$ cat src/hw/rtl/pmdt_pkg.sv
`default_nettype none

package pmdt_pkg;

    localparam int PERIOD_UNITS = 100;
    localparam int RING_DEPTH   = 8;
    localparam int RING_AW      = $clog2(RING_DEPTH);
    localparam int PHASE_W      = $clog2(PERIOD_UNITS);
    localparam int DATA_W       = 32;
    localparam int DIV_CNT_W    = $clog2(DATA_W);
    localparam int MAG_W        = 7;
    localparam int SPEED_W      = 8;
    localparam int REQ_W        = 16;
    localparam int KIND_W       = 2;
    localparam int CFG_IDX_W    = 1;
    localparam int SPEED_MAX    = 100;

    localparam logic [DATA_W-1:0] NUMERATOR_RESET = 32'd1000000;
    localparam logic [DATA_W-1:0] MIN_SPAN_RESET  = 32'd100;

    typedef enum logic [KIND_W-1:0] {
        KIND_TICK  = 2'd0,
        KIND_SET   = 2'd1,
        KIND_PULSE = 2'd2,
        KIND_QUERY = 2'd3
    } t_kind;

    typedef enum logic [CFG_IDX_W-1:0] {
        CFG_NUMERATOR = 1'd0,
        CFG_MIN_SPAN  = 1'd1
    } t_cfg_idx;

    // stamp ring control from the sequencer
    typedef struct packed {
        logic push;
        logic clear;
        logic rd;
    } t_ring_ctl;

    typedef struct packed {
        logic pwm;
        logic in1;
        logic in2;
    } t_pins;

endpackage

`default_nettype wire

$ cat src/hw/rtl/pmdt_in_if.sv
`default_nettype none

interface pmdt_in_if;
    import pmdt_pkg::*;

    logic                     valid;
    logic                     ready;
    logic [KIND_W-1:0]        kind;
    logic signed [REQ_W-1:0]  speed_request;

    modport source (output valid, output kind, output speed_request, input ready);
    modport sink   (input valid, input kind, input speed_request, output ready);
endinterface

`default_nettype wire

$ cat src/hw/rtl/pmdt_out_if.sv
`default_nettype none

interface pmdt_out_if;
    import pmdt_pkg::*;

    logic              valid;
    logic              ready;
    logic              pwm_level;
    logic              dir_in1;
    logic              dir_in2;
    logic [DATA_W-1:0] speed_value;

    modport source (output valid, output pwm_level, output dir_in1, output dir_in2,
                    output speed_value, input ready);
    modport sink   (input valid, input pwm_level, input dir_in1, input dir_in2,
                    input speed_value, output ready);
endinterface

`default_nettype wire

$ cat src/hw/rtl/pmdt_div.sv
`default_nettype none

module pmdt_div (
    input  logic                         i_clk,
    input  logic                         i_rst_n,
    input  logic                         i_start,
    input  logic [pmdt_pkg::DATA_W-1:0]  i_dividend,
    input  logic [pmdt_pkg::DATA_W-1:0]  i_divisor,
    output logic                         o_busy,
    output logic                         o_done,
    output logic [pmdt_pkg::DATA_W-1:0]  o_quotient
);
    import pmdt_pkg::*;

    logic [DATA_W-1:0]    r_rem, n_rem;
    logic [DATA_W-1:0]    r_quo, n_quo;
    logic [DATA_W-1:0]    r_div;
    logic [DIV_CNT_W-1:0] r_cnt;
    logic                 r_busy;
    logic                 r_done;
    logic [DATA_W:0]      rem_sh;
    logic [DATA_W:0]      diff;
    logic                 ge;

    // restoring division, one quotient bit per cycle
    always_comb begin
        rem_sh = {r_rem, r_quo[DATA_W-1]};
        diff   = rem_sh - {1'b0, r_div};
        ge     = ~diff[DATA_W];
        n_rem  = ge ? diff[DATA_W-1:0] : rem_sh[DATA_W-1:0];
        n_quo  = {r_quo[DATA_W-2:0], ge};
    end

    always_ff @(posedge i_clk) begin
        if (!i_rst_n) begin
            r_busy <= 1'b0;
            r_done <= 1'b0;
            r_cnt  <= '0;
        end else begin
            // done pulses for one cycle after the last step
            r_done <= !i_start && r_busy && (r_cnt == '0);
            if (i_start) begin
                r_busy <= 1'b1;
                r_cnt  <= DIV_CNT_W'(DATA_W - 1);
            end else if (r_busy) begin
                r_cnt <= r_cnt - 1'b1;
                if (r_cnt == '0) begin
                    r_busy <= 1'b0;
                end
            end
        end
    end

    always_ff @(posedge i_clk) begin
        if (i_start) begin
            r_rem <= '0;
            r_quo <= i_dividend;
            r_div <= i_divisor;
        end else if (r_busy) begin
            r_rem <= n_rem;
            r_quo <= n_quo;
        end
    end

    assign o_busy     = r_busy;
    assign o_done     = r_done;
    assign o_quotient = r_quo;

endmodule

`default_nettype wire

$ cat src/hw/rtl/pmdt_ring.sv
`default_nettype none

module pmdt_ring (
    input  logic                         i_clk,
    input  logic                         i_rst_n,
    input  pmdt_pkg::t_ring_ctl          i_ctl,
    input  logic [pmdt_pkg::DATA_W-1:0]  i_stamp,
    output logic [pmdt_pkg::DATA_W-1:0]  o_newest,
    output logic [pmdt_pkg::DATA_W-1:0]  o_oldest
);
    import pmdt_pkg::*;

    logic [DATA_W-1:0]     r_mem [RING_DEPTH];
    logic [RING_DEPTH-1:0] r_vld;
    logic [RING_AW-1:0]    r_slot;
    logic [RING_AW-1:0]    next_slot;
    logic [DATA_W-1:0]     r_rd_new;
    logic [DATA_W-1:0]     r_rd_old;

    assign next_slot = (r_slot == RING_AW'(RING_DEPTH - 1)) ? '0 : r_slot + 1'b1;

    always_ff @(posedge i_clk) begin
        if (!i_rst_n) begin
            r_vld  <= '0;
            r_slot <= '0;
        end else if (i_ctl.clear) begin
            r_vld  <= '0;
            r_slot <= '0;
        end else if (i_ctl.push) begin
            r_vld[next_slot] <= 1'b1;
            r_slot           <= next_slot;
        end
    end

    always_ff @(posedge i_clk) begin
        if (i_ctl.push) begin
            r_mem[next_slot] <= i_stamp;
        end
        // entries not written since the last clear read as zero
        if (i_ctl.rd) begin
            r_rd_new <= r_vld[r_slot] ? r_mem[r_slot] : '0;
            r_rd_old <= r_vld[next_slot] ? r_mem[next_slot] : '0;
        end
    end

    assign o_newest = r_rd_new;
    assign o_oldest = r_rd_old;

endmodule

`default_nettype wire

$ cat src/hw/rtl/pmdt_pwm.sv
`default_nettype none

module pmdt_pwm (
    input  logic                               i_clk,
    input  logic                               i_rst_n,
    input  logic                               i_tick,
    input  logic                               i_set,
    input  logic signed [pmdt_pkg::REQ_W-1:0]  i_request,
    output pmdt_pkg::t_pins                    o_pins
);
    import pmdt_pkg::*;

    logic signed [SPEED_W-1:0] r_setting, n_setting;
    logic [MAG_W-1:0]          r_mag, n_mag;
    logic [PHASE_W-1:0]        r_phase, n_phase;
    logic                      r_dir_pos, n_dir_pos;
    t_pins                     r_pins, n_pins;
    logic signed [SPEED_W-1:0] neg_setting;
    logic signed [SPEED_W-1:0] clamped;

    always_comb begin
        neg_setting = -r_setting;
        if (i_request > REQ_W'(SPEED_MAX)) begin
            clamped = SPEED_W'(SPEED_MAX);
        end else if (i_request < -REQ_W'(SPEED_MAX)) begin
            clamped = -SPEED_W'(SPEED_MAX);
        end else begin
            clamped = i_request[SPEED_W-1:0];
        end

        n_setting = r_setting;
        n_mag     = r_mag;
        n_phase   = r_phase;
        n_dir_pos = r_dir_pos;
        n_pins    = r_pins;

        if (i_set) begin
            n_setting = clamped;
        end
        if (i_tick) begin
            // period start: latch magnitude, flip bridge only on a sign change
            if (r_phase == '0) begin
                n_mag = r_setting[SPEED_W-1] ? neg_setting[MAG_W-1:0]
                                             : r_setting[MAG_W-1:0];
                if (r_setting > 0 && !r_dir_pos) begin
                    n_pins.in1 = 1'b1;
                    n_pins.in2 = 1'b0;
                    n_dir_pos  = 1'b1;
                end else if (r_setting < 0 && r_dir_pos) begin
                    n_pins.in1 = 1'b0;
                    n_pins.in2 = 1'b1;
                    n_dir_pos  = 1'b0;
                end
            end
            n_pins.pwm = r_phase < PHASE_W'(n_mag);
            n_phase    = (r_phase == PHASE_W'(PERIOD_UNITS - 1)) ? '0 : r_phase + 1'b1;
        end
    end

    always_ff @(posedge i_clk) begin
        if (!i_rst_n) begin
            r_setting <= '0;
            r_mag     <= '0;
            r_phase   <= '0;
            r_dir_pos <= 1'b1;
            r_pins    <= '{pwm: 1'b0, in1: 1'b0, in2: 1'b1};
        end else begin
            r_setting <= n_setting;
            r_mag     <= n_mag;
            r_phase   <= n_phase;
            r_dir_pos <= n_dir_pos;
            r_pins    <= n_pins;
        end
    end

    assign o_pins = r_pins;

endmodule

`default_nettype wire

$ cat src/hw/rtl/pwm_motor_drive_with_tach.sv
`default_nettype none
// Tick, set speed and wheel pulse items pass from idle to the done state, then into the
// output register; a speed query goes through the span and check states and, unless the
// span is short, the 32-step divider. One item is handled at a time; the next item is
// taken once the current result is in the output register (an untaken result holds it).
// Reset (synchronous, active low): config registers to their defaults, stamp ring
// empty (reads as zero), tick clock and PWM period cleared, pins in1=0 in2=1 pwm=0.

module pwm_motor_drive_with_tach (
    input  logic                           i_clk,
    input  logic                           i_rst_n,
    pmdt_in_if.sink                        i_in,
    pmdt_out_if.source                     o_out,
    input  logic                           i_cfg_we,
    input  logic [pmdt_pkg::CFG_IDX_W-1:0] i_cfg_idx,
    input  logic [pmdt_pkg::DATA_W-1:0]    i_cfg_wdata
);
    import pmdt_pkg::*;

    typedef enum logic [2:0] {
        S_IDLE,
        S_SPAN,
        S_CHECK,
        S_DIV,
        S_DONE
    } t_state;

    t_state            r_state;
    logic [DATA_W-1:0] r_numerator;
    logic [DATA_W-1:0] r_min_span;
    logic [DATA_W-1:0] r_tick_clock;
    logic [DATA_W-1:0] r_span;
    logic [DATA_W-1:0] r_value;
    logic              r_out_vld;
    t_pins             r_out_pins;
    logic [DATA_W-1:0] r_out_value;

    logic              in_fire;
    t_kind             kind;
    t_ring_ctl         ring_ctl;
    t_pins             pins;
    logic [DATA_W-1:0] stamp_new;
    logic [DATA_W-1:0] stamp_old;
    logic              div_start;
    logic              div_busy;
    logic              div_done;
    logic [DATA_W-1:0] div_quo;
    logic              out_free;
    logic              span_short;

    assign kind       = t_kind'(i_in.kind);
    assign i_in.ready = (r_state == S_IDLE);
    assign in_fire    = i_in.valid && i_in.ready;
    assign out_free   = !r_out_vld || o_out.ready;
    assign span_short = (r_span == '0) || (r_span < r_min_span);
    assign div_start  = (r_state == S_CHECK) && !span_short;

    always_comb begin
        ring_ctl.push  = in_fire && (kind == KIND_PULSE);
        ring_ctl.clear = in_fire && (kind == KIND_SET) && (i_in.speed_request == '0);
        ring_ctl.rd    = in_fire && (kind == KIND_QUERY);
    end

    pmdt_ring u_ring (
        .i_clk    (i_clk),
        .i_rst_n  (i_rst_n),
        .i_ctl    (ring_ctl),
        .i_stamp  (r_tick_clock),
        .o_newest (stamp_new),
        .o_oldest (stamp_old)
    );

    pmdt_pwm u_pwm (
        .i_clk     (i_clk),
        .i_rst_n   (i_rst_n),
        .i_tick    (in_fire && (kind == KIND_TICK)),
        .i_set     (in_fire && (kind == KIND_SET)),
        .i_request (i_in.speed_request),
        .o_pins    (pins)
    );

    pmdt_div u_div (
        .i_clk      (i_clk),
        .i_rst_n    (i_rst_n),
        .i_start    (div_start),
        .i_dividend (r_numerator),
        .i_divisor  (r_span),
        .o_busy     (div_busy),
        .o_done     (div_done),
        .o_quotient (div_quo)
    );

    always_ff @(posedge i_clk) begin
        if (!i_rst_n) begin
            r_numerator  <= NUMERATOR_RESET;
            r_min_span   <= MIN_SPAN_RESET;
            r_tick_clock <= '0;
        end else begin
            if (i_cfg_we) begin
                case (t_cfg_idx'(i_cfg_idx))
                    CFG_NUMERATOR: r_numerator <= i_cfg_wdata;
                    CFG_MIN_SPAN:  r_min_span  <= i_cfg_wdata;
                    default: ;
                endcase
            end
            if (in_fire && (kind == KIND_TICK)) begin
                r_tick_clock <= r_tick_clock + 1'b1;
            end
        end
    end

    // sequencer and output register
    always_ff @(posedge i_clk) begin
        if (!i_rst_n) begin
            r_state   <= S_IDLE;
            r_out_vld <= 1'b0;
        end else begin
            if ((r_state == S_DONE) && out_free) begin
                r_out_vld <= 1'b1;
            end else if (o_out.ready) begin
                r_out_vld <= 1'b0;
            end
            case (r_state)
                S_IDLE: begin
                    if (in_fire) begin
                        r_value <= '0;
                        r_state <= (kind == KIND_QUERY) ? S_SPAN : S_DONE;
                    end
                end
                S_SPAN: begin
                    r_span  <= stamp_new - stamp_old;
                    r_state <= S_CHECK;
                end
                S_CHECK: begin
                    r_state <= span_short ? S_DONE : S_DIV;
                end
                S_DIV: begin
                    if (div_done) begin
                        r_value <= div_quo;
                        r_state <= S_DONE;
                    end
                end
                S_DONE: begin
                    if (out_free) begin
                        r_out_pins  <= pins;
                        r_out_value <= r_value;
                        r_state     <= S_IDLE;
                    end
                end
                default: r_state <= S_IDLE;
            endcase
        end
    end

    assign o_out.valid       = r_out_vld;
    assign o_out.pwm_level   = r_out_pins.pwm;
    assign o_out.dir_in1     = r_out_pins.in1;
    assign o_out.dir_in2     = r_out_pins.in2;
    assign o_out.speed_value = r_out_value;

    a_bridge_pins_differ: assert property (@(posedge i_clk) disable iff (!i_rst_n)
        pins.in1 != pins.in2)
        else $error("bridge direction pins equal");

    a_div_busy_in_div: assert property (@(posedge i_clk) disable iff (!i_rst_n)
        div_busy |-> (r_state == S_DIV))
        else $error("divider running outside the divide state");

    a_plain_item_done: assert property (@(posedge i_clk) disable iff (!i_rst_n)
        (in_fire && (kind != KIND_QUERY)) |=> (r_state == S_DONE))
        else $error("non-query item did not go straight to done");

    a_query_reads_ring: assert property (@(posedge i_clk) disable iff (!i_rst_n)
        (in_fire && (kind == KIND_QUERY)) |=> (r_state == S_SPAN))
        else $error("query did not start the ring read");

endmodule

`default_nettype wire
$ cat src/flat_wrapper.sv
// flat-port wrapper written by rule: the top's interface ports become plain ports
module pwm_motor_drive_with_tach_flat import pmdt_pkg::*;
  (i_clk, i_rst_n, i_cfg_we, i_cfg_idx, i_cfg_wdata, i_in_valid, i_in_kind, i_in_speed_request, i_in_ready, o_out_valid, o_out_pwm_level, o_out_dir_in1, o_out_dir_in2, o_out_speed_value, o_out_ready);
  pmdt_in_if i_in_i ();
  pmdt_out_if o_out_i ();
  input  logic i_clk;
  input  logic i_rst_n;
  input  logic i_cfg_we;
  input  logic [pmdt_pkg::CFG_IDX_W-1:0] i_cfg_idx;
  input  logic [pmdt_pkg::DATA_W-1:0] i_cfg_wdata;
  input wire logic [$bits(i_in_i.valid)-1:0] i_in_valid;
  input wire logic [$bits(i_in_i.kind)-1:0] i_in_kind;
  input wire logic [$bits(i_in_i.speed_request)-1:0] i_in_speed_request;
  output wire logic [$bits(i_in_i.ready)-1:0] i_in_ready;
  output wire logic [$bits(o_out_i.valid)-1:0] o_out_valid;
  output wire logic [$bits(o_out_i.pwm_level)-1:0] o_out_pwm_level;
  output wire logic [$bits(o_out_i.dir_in1)-1:0] o_out_dir_in1;
  output wire logic [$bits(o_out_i.dir_in2)-1:0] o_out_dir_in2;
  output wire logic [$bits(o_out_i.speed_value)-1:0] o_out_speed_value;
  input wire logic [$bits(o_out_i.ready)-1:0] o_out_ready;
  assign i_in_i.valid = i_in_valid;
  assign i_in_i.kind = i_in_kind;
  assign i_in_i.speed_request = i_in_speed_request;
  assign i_in_ready = i_in_i.ready;
  assign o_out_valid = o_out_i.valid;
  assign o_out_pwm_level = o_out_i.pwm_level;
  assign o_out_dir_in1 = o_out_i.dir_in1;
  assign o_out_dir_in2 = o_out_i.dir_in2;
  assign o_out_speed_value = o_out_i.speed_value;
  assign o_out_i.ready = o_out_ready;
  pwm_motor_drive_with_tach u_core (.i_clk(i_clk), .i_rst_n(i_rst_n), .i_in(i_in_i), .o_out(o_out_i), .i_cfg_we(i_cfg_we), .i_cfg_idx(i_cfg_idx), .i_cfg_wdata(i_cfg_wdata));
endmodule
$ cat config.mk
export PLATFORM = sky130hd
export DESIGN_NAME = pwm_motor_drive_with_tach_flat
export DESIGN_NICKNAME = d
export VERILOG_FILES = /design/src/hw/rtl/pmdt_pkg.sv /design/src/hw/rtl/pmdt_in_if.sv /design/src/hw/rtl/pmdt_out_if.sv /design/src/hw/rtl/pmdt_div.sv /design/src/hw/rtl/pmdt_ring.sv /design/src/hw/rtl/pmdt_pwm.sv /design/src/hw/rtl/pwm_motor_drive_with_tach.sv /design/src/flat_wrapper.sv
export SDC_FILE = /design/constraint.sdc
export NUM_CORES = 1
export LEC_CHECK = 0
export BUFFER_PORTS_ARGS = -buffer_cell sky130_fd_sc_hd__buf_2
export CORE_ASPECT_RATIO = 0.75
export CORE_MARGIN = 2
export CORE_UTILIZATION = 50
export DETAILED_ROUTE_END_ITERATION = 8
export PLACE_DENSITY = 0.63
export SYNTH_ARGS = -nofsm -noshare
export SYNTH_HDL_FRONTEND = slang
export SYNTH_SLANG_ARGS = --single-unit
$ cat constraint.sdc
create_clock -name i_clk -period 5.7 [get_ports i_clk]
set_input_delay 0.285 -clock i_clk [delete_from_list [all_inputs] [get_ports i_clk]]
set_output_delay 0.285 -clock i_clk [all_outputs]
set_load 0.005 [all_outputs]
==> run_results.csv, run 1 <==
group,metric,value,unit
run_status,outcome,"complete, no violations",
yosys,synth_top_cell_by_area,"edfxtp_1",
sta,skew,0.0219,ns
clock_tree,cts_setup_buffers,0,
route,drt_iter0_drc,2088,
sta,grt_setup_unrepaired,"false",
route,vias,21900,
sta,tightest_slew,1.13,ns
sta,hold_viol,0,
floorplanning,start_util,50.5,%
placement,place_congestion,0.894,
final_layout,seqCellArea,18000,um^2
route,antenna_left,0,
route,finalWirelength,80200,um
sta,max_freq,0.243,GHz
sta,layout_setup_ws,1.59,ns
final_layout,finalNetCount,3006,
final_layout,antenna_cells,0,
sta,relSlewSlack,24.3,%
route,drcViolationCount,0,
flow_run,cap_viol_max_count,0,
worst_setup_path,end_kind,"register",
route,wl_per_cell,21.6,um
sta,setup_viol,0,
sta,post-route-min-period,4.11,ns
clock_tree,cts_root_buffer,"clkbuf_16",
yosys,ys_types,78,
pwr,power.leakage,13.0,nW
floorplanning,die_area,64700,um^2
global_routing,overflow,0,
yosys,synth.avg_cell_area,11.4,um^2
yosys,ys_seq_area_share,57.6,%
route,first_pass_iters,5,
min_path,hold_path_class,"input port to register",
worst_setup_path,worstPathArrival,4.60,ns
yosys,synthArstFlopShare,0,%
global_routing,grt_max_degree,89,
clock_tree,clock_latency,0.62,ns
global_routing,grt_pass1_wl,121000,um
yosys,synthCells,2746,
worst_setup_path,critPathMaxFanout,19,
yosys,synth_top_cell_area_share,46.3,%
final_layout,area.growth.synth_to_final,12.4,%
clock_tree,cts_max_level,3,
clock_tree,cts_sinks,659,
global_routing,grt_pass1_vias,20900,
yosys,yosys_most_used_dff,"edfxtp_1",
clock_tree,cts_tree,"done",
sta,fin_crit_sh,72.2,%
floorplanning,io_pins,93,
worst_setup_path,startpoint_type,"register",
yosys,synth_edf_count,483,
final_layout,drive_gt1_share,12.8,%
pwr,peakVddDrop,0.284,mV
placement,dp_hpwl,50400,um
yosys,synth_most_common_cell,"nand2_1",
yosys,ys_seq_elements,659,
route,avgViaCountPerCell,5.91,
clock_tree,numCtsBuffers,69,
worst_setup_path,criticalPathCategory,"register to register",
floorplanning,die-width,293,um
placement,dp_slack,1.59,ns
yosys,ys_top_cells_by_area,"edfxtp_1 46%, dfxtp_1 11%, nand2_1 5.9%",
pwr,power.density,338,nW/um^2
clock_tree,cts_max_path_buffers,3,
final_layout,multi_input_area,12400,um^2
final_layout,nFillCells,5077,
yosys,yosysWarnings,0,
sta,slew_violations,0,
floorplanning,core-area,62000,um^2
global_routing,grt_antenna_before_repair,0,
floorplanning,die-height,221,um
worst_setup_path,cp.required,6.19,ns
yosys,synth_area,31300,um^2
yosys,yosys-top-cells-count,"492 x nand2_1, 483 x edfxtp_1, 202 x a21oi_1",
clock_tree,clk_pin_slew,0.06,ns
global_routing,track_usage,24.6,%
sta,setup_tns,0,ns
yosys,syn-num-nets,2912,
placement,io_buffers,92,
floorplanning,fp-row-count,79,
[metrics by stage]
step           instance area (um^2)  hold WS (ns)  std cells  power, mW  utilization [%]
3_5_place_dp                  32600         0.405       3542       7.50             52.6
2_1_floorplan                 31300         0.400       2746       7.06                -
6_report                      35200        0.0649       3706       11.9             56.8
3_3_place_gp                  32600         0.404       3542       7.46             52.6
4_1_cts                       35200        0.0388       3706       12.0             56.8
5_1_grt                       35200        0.0600       3706       12.4             56.8
[final timing paths]
check,start,slack (ns),cells past startpoint,end
setup / recovery,u_core.u_div.o_quotient[31]$_DFFE_PP_,1.59,13,u_core.u_div.r_rem[1]$_SDFFE_PN0P_
hold reg to reg,u_core.r_value[27]$_SDFFCE_PN0P_,0.41,0,u_core.o_out.speed_value[27]$_DFFE_PP_
hold / removal,i_in_speed_request[4],0.06,3,u_core.u_pwm.r_setting[4]$_SDFFE_PN0P_
setup reg to reg,u_core.u_div.o_quotient[31]$_DFFE_PP_,1.59,13,u_core.u_div.r_rem[1]$_SDFFE_PN0P_
[cell type report]
cell class | count | share of cell area [%]
inverter | 125 | 1.33
multi-input combinational | 1826 | 35.2
clock buffer | 93 | 5.43
tap | 810 | 2.88
timing repair buffer | 159 | 3.01
sequential | 659 | 51.2
clock inverter | 34 | 0.882
[logic make-up (layout without fill, tap and decap cells)]
group	after synthesis	after routing	share of synthesized area (%)
adders and majority gates	110	110	4.44
muxes	155	155	7.71
and+or+nand+nor	962	962	14.1
buffers and inverters	261	411	3.27
xor gates and xnor gates	91	91	2.54
DFF	659	659	57.6
AOI/OAI and AO/OA	508	508	10.4
[placed cells by master, fill, tap and decap left out, types with 17 or more instances in the layout]
cell           instances
mux2i_1               57
a21oi_1              202
o21ai_0               53
a21o_1                38
inv_1                124
clkbuf_1              17
clkbuf_16             71
and2_1                67
nand2_1              492
edfxtp_1             483
ha_1                 108
buf_4                 31
mux2_2                31
mux4_2                66
xnor2_1               56
dlygate4sd3_1         37
o21a_1                27
a211oi_1              35
buf_2                 91
xor2_1                35
nand3_1               37
nor4_1                42
a21boi_0              70
nand4_1               19
nor3_1                20
dfxtp_1              172
nor2b_1               22
nor2_1               161
[routing by layer]
layer	part of all wire, %	track usage (%)	wire length [um]	vias to the layer above
met5	0	0	0	-
met2	44	37.1	35500	864
met1	46	36.6	36600	10800
met4	2.1	6.85	1700	0
met3	8.1	4.39	6460	138
li1	-	-	-	10100
[registers in the layout, indices dropped and copies added, names as in the netlist, 7 cells and up]
| signal | cells |
|---|---|
| u_core.u_ring.o_newest | 32 |
| u_core.r_min_span | 32 |
| u_core.u_div.r_rem | 32 |
| u_core.r_tick_clock | 32 |
| u_core.u_pwm.r_setting | 8 |
| u_core.u_pwm.r_phase | 7 |
| u_core.u_ring.r_vld | 8 |
| u_core.u_ring.o_oldest | 32 |
| u_core.o_out.speed_value | 32 |
| u_core.r_value | 32 |
| u_core.u_ring.r_mem | 256 |
| u_core.u_div.r_div | 32 |
| u_core.u_div.o_quotient | 32 |
| u_core.u_pwm.r_mag | 7 |
| u_core.r_numerator | 32 |
| u_core.r_span | 32 |
[where the power goes]
group          internal (mW)  switching, mW
logic                  0.826           1.15
registers               5.32          0.154
clock network           2.55           1.91
total                   8.69           3.21
[worst max-delay path, cell delays in order (launching register included)]
cell	delay [ns]
edfxtp_1	0.36
inv_1	0.05
ha_1	0.19
fa_1	0.42
nor2b_1	0.17
o211ai_1	0.14
a221o_1	0.40
a21o_1	0.21
a41oi_2	0.24
a21o_1	0.19
a211o_1	0.71
buf_4	0.41
nor3_1	0.08
or3_1	0.38
[timing repair]
item / CTS / global route
endpoints found under the hold margin: 65 / 0
setup endpoints to repair: 0 / 0
hold buffers: 37 / 0
gates resized for setup: 0 / 0
Power figures use the tool's default switching activity.
==> run 2: changes to the inputs <==
==> constraint.sdc (replaced) <==
create_clock -name i_clk -period 4.2 [get_ports i_clk]
set_input_delay 0.21 -clock i_clk [delete_from_list [all_inputs] [get_ports i_clk]]
set_output_delay 0.21 -clock i_clk [all_outputs]
set_load 0.005 [all_outputs]
==> run 2 against run 1 <==
Against the previous run:
- non-clock buffer count increased by 19
- critical path depth decreased by 1
- sequential share of layout area decreased by 0.33 points
- critical endpoint is now u_core.u_div.r_rem[31]$_SDFFE_PN0P_
- largest power group unchanged
==> run_results.csv, run 2 (same netlist as run 1, synthesis figures left out) <==
group,metric,value,unit
worst_setup_path,r2r_end,"u_core.u_div.r_rem[31]$_SDFFE_PN0P_",
route,vias,21800,
clock_tree,cts_root_buffer,"clkbuf_16",
final_layout,drive_gt1_share,13.1,%
worst_setup_path,reg2reg_from,"u_core.r_span[19]$_DFFE_PP_",
worst_setup_path,worstPathArrival,4.13,ns
floorplanning,die-height,221,um
placement,place_congestion,0.891,
final_layout,layout_common_cells,"492 x nand2_1, 483 x edfxtp_1, 202 x a21oi_1",
route,wl_met1,37100,um
global_routing,grt_pass1_wl,122000,um
route,finalWirelength,79400,um
route,wl_met3,4810,um
worst_setup_path,critPathMaxFanout,30,
route,drt_iter0_drc,1873,
worst_setup_path,reg2reg_depth,12,
floorplanning,core-area,62000,um^2
run_status,outcome,"complete, no violations",
route,drcViolationCount,0,
sta,fin_crit_sh,84.9,%
sta,tightest_slew,1.18,ns
floorplanning,die-width,293,um
final_layout,area.growth.synth_to_final,13.1,%
final_layout,final_common_cell,"nand2_1",
sta,slew_violations,0,
worst_setup_path,startpoint_type,"register",
floorplanning,start_util,50.5,%
route,first_pass_iters,5,
sta,skew,0.0207,ns
floorplanning,io_pins,93,
final_layout,antenna_cells,0,
clock_tree,cts_max_level,3,
global_routing,grt_pass1_vias,21100,
clock_tree,cts_sinks,659,
worst_setup_path,cp.required,4.77,ns
min_path,hp-start,"i_in_valid",
sta,post-route-min-period,3.57,ns
final_layout,finalNetCount,3022,
route,avgViaCountPerCell,5.85,
global_routing,grt_max_degree,105,
sta,relSlewSlack,21.0,%
pwr,peakVddDrop,0.416,mV
clock_tree,cts_tree,"done",
placement,io_buffers,92,
sta,setup_viol,0,
global_routing,track_usage,24.4,%
pwr,power.leakage,13.0,nW
floorplanning,fp-row-count,79,
min_path,min_to,"u_core.r_state[2]$_SDFFE_PN0P_",
worst_setup_path,reg2reg_slack,0.63,ns
min_path,min_path_cells,3,
pwr,power.density,451,nW/um^2
clock_tree,ctsResizeCount,0,
placement,dp_hpwl,51900,um
worst_setup_path,criticalPathCategory,"register to register",
final_layout,top_register,"u_core.u_ring.r_mem",
sta,setup_tns,0,ns
sta,hold_viol,0,
final_layout,nFillCells,5044,
worst_setup_path,end_kind,"register",
global_routing,grt_antenna_before_repair,0,
floorplanning,die_area,64700,um^2
clock_tree,clk_pin_slew,0.06,ns
clock_tree,numCtsBuffers,66,
sta,max_freq,0.280,GHz
clock_tree,clock_latency,0.63,ns
route,antenna_left,0,
min_path,hold_path_class,"input port to register",
clock_tree,cts_max_path_buffers,3,
route,met2WireLength,35900,um
final_layout,instances_no_fill,3720,
route,top_layer_used,"met4",
sta,grt_setup_unrepaired,"false",
global_routing,overflow,0,
final_layout,largest_register_ffs,256,
placement,place_inst,3554,
clock_tree,cts_hold_buf,44,
route,wl_per_cell,21.4,um
flow_run,cap_viol_max_count,0,
clock_tree,cts_setup_buffers,0,
run 2: power by group:
group | leakage (nW) | switching, mW | internal (mW) | total [mW]
sequential | 5.60 | 0.220 | 7.21 | 7.43
clock | 1.03 | 2.60 | 3.21 | 5.81
combinational | 6.41 | 1.57 | 1.16 | 2.73
total | 13.0 | 4.39 | 11.6 | 16.0
run 2: cell type report:
class                      count  area (um^2)  area share [%]
inverter                     125          469            1.32
timing repair buffer         178         1380            3.90
multi-input combinational   1826        12400            35.0
tap                          810         1010            2.86
clock inverter                39          365            1.03
clock buffer                  83         1760            4.96
sequential                   659        18000            50.9
run 2: worst max path at each step:
| stage | start | endpoint | slack [ns] | cells after the start |
|---|---|---|---|---|
| 3_5_place_dp | u_core.r_span[30]$_DFFE_PP_ | u_core.u_div.r_rem[31]$_SDFFE_PN0P_ | 0.71 | 12 |
| 6_report | u_core.r_span[19]$_DFFE_PP_ | u_core.u_div.r_rem[31]$_SDFFE_PN0P_ | 0.63 | 12 |
| 5_1_grt | u_core.r_span[19]$_DFFE_PP_ | u_core.u_div.r_rem[31]$_SDFFE_PN0P_ | 0.26 | 12 |
| 4_1_cts | u_core.r_span[30]$_DFFE_PP_ | u_core.u_div.r_rem[31]$_SDFFE_PN0P_ | 0.72 | 12 |
| 2_1_floorplan | u_core.r_state[1]$_SDFFE_PN0P_ | u_core.u_ring.r_mem[4][0]$_DFFE_PP_ | 0.17 | 6 |
| 3_3_place_gp | u_core.r_span[17]$_DFFE_PP_ | u_core.u_div.o_quotient[16]$_DFFE_PP_ | 0.78 | 10 |
run 2: per-stage QoR:
stage | cell area (um^2) | power [mW] | hold slack (ns) | utilization (%) | setup WS [ns]
floorplan | 31300 | 9.58 | 0.334 | - | 0.174
global placement | 32900 | 10.2 | 0.401 | 53.0 | 0.776
detailed placement | 32900 | 10.2 | 0.405 | 53.0 | 0.710
CTS | 35400 | 16.1 | 0.000314 | 57.2 | 0.717
global route | 35400 | 16.6 | 0.0247 | 57.2 | 0.262
finish | 35400 | 16.0 | 0.0416 | 57.2 | 0.634
run 2: worst max-delay path, stage by stage (launching register included):
cell	delay (ns)
edfxtp_1	0.43
ha_1	0.33
nand4_1	0.12
nor2_1	0.06
a2111oi_0	0.49
a21oi_1	0.15
a2111oi_0	0.46
o21a_1	0.33
nor2_4	0.19
buf_4	0.26
buf_4	0.28
o31ai_1	0.27
a31o_2	0.13
run 2: metal layers:
metal | track usage, % | up-vias
met4 | 6.07 | 0
met2 | 38.0 | 751
met1 | 36.0 | 10800
li1 | - | 10100
met5 | 0 | -
met3 | 3.77 | 125
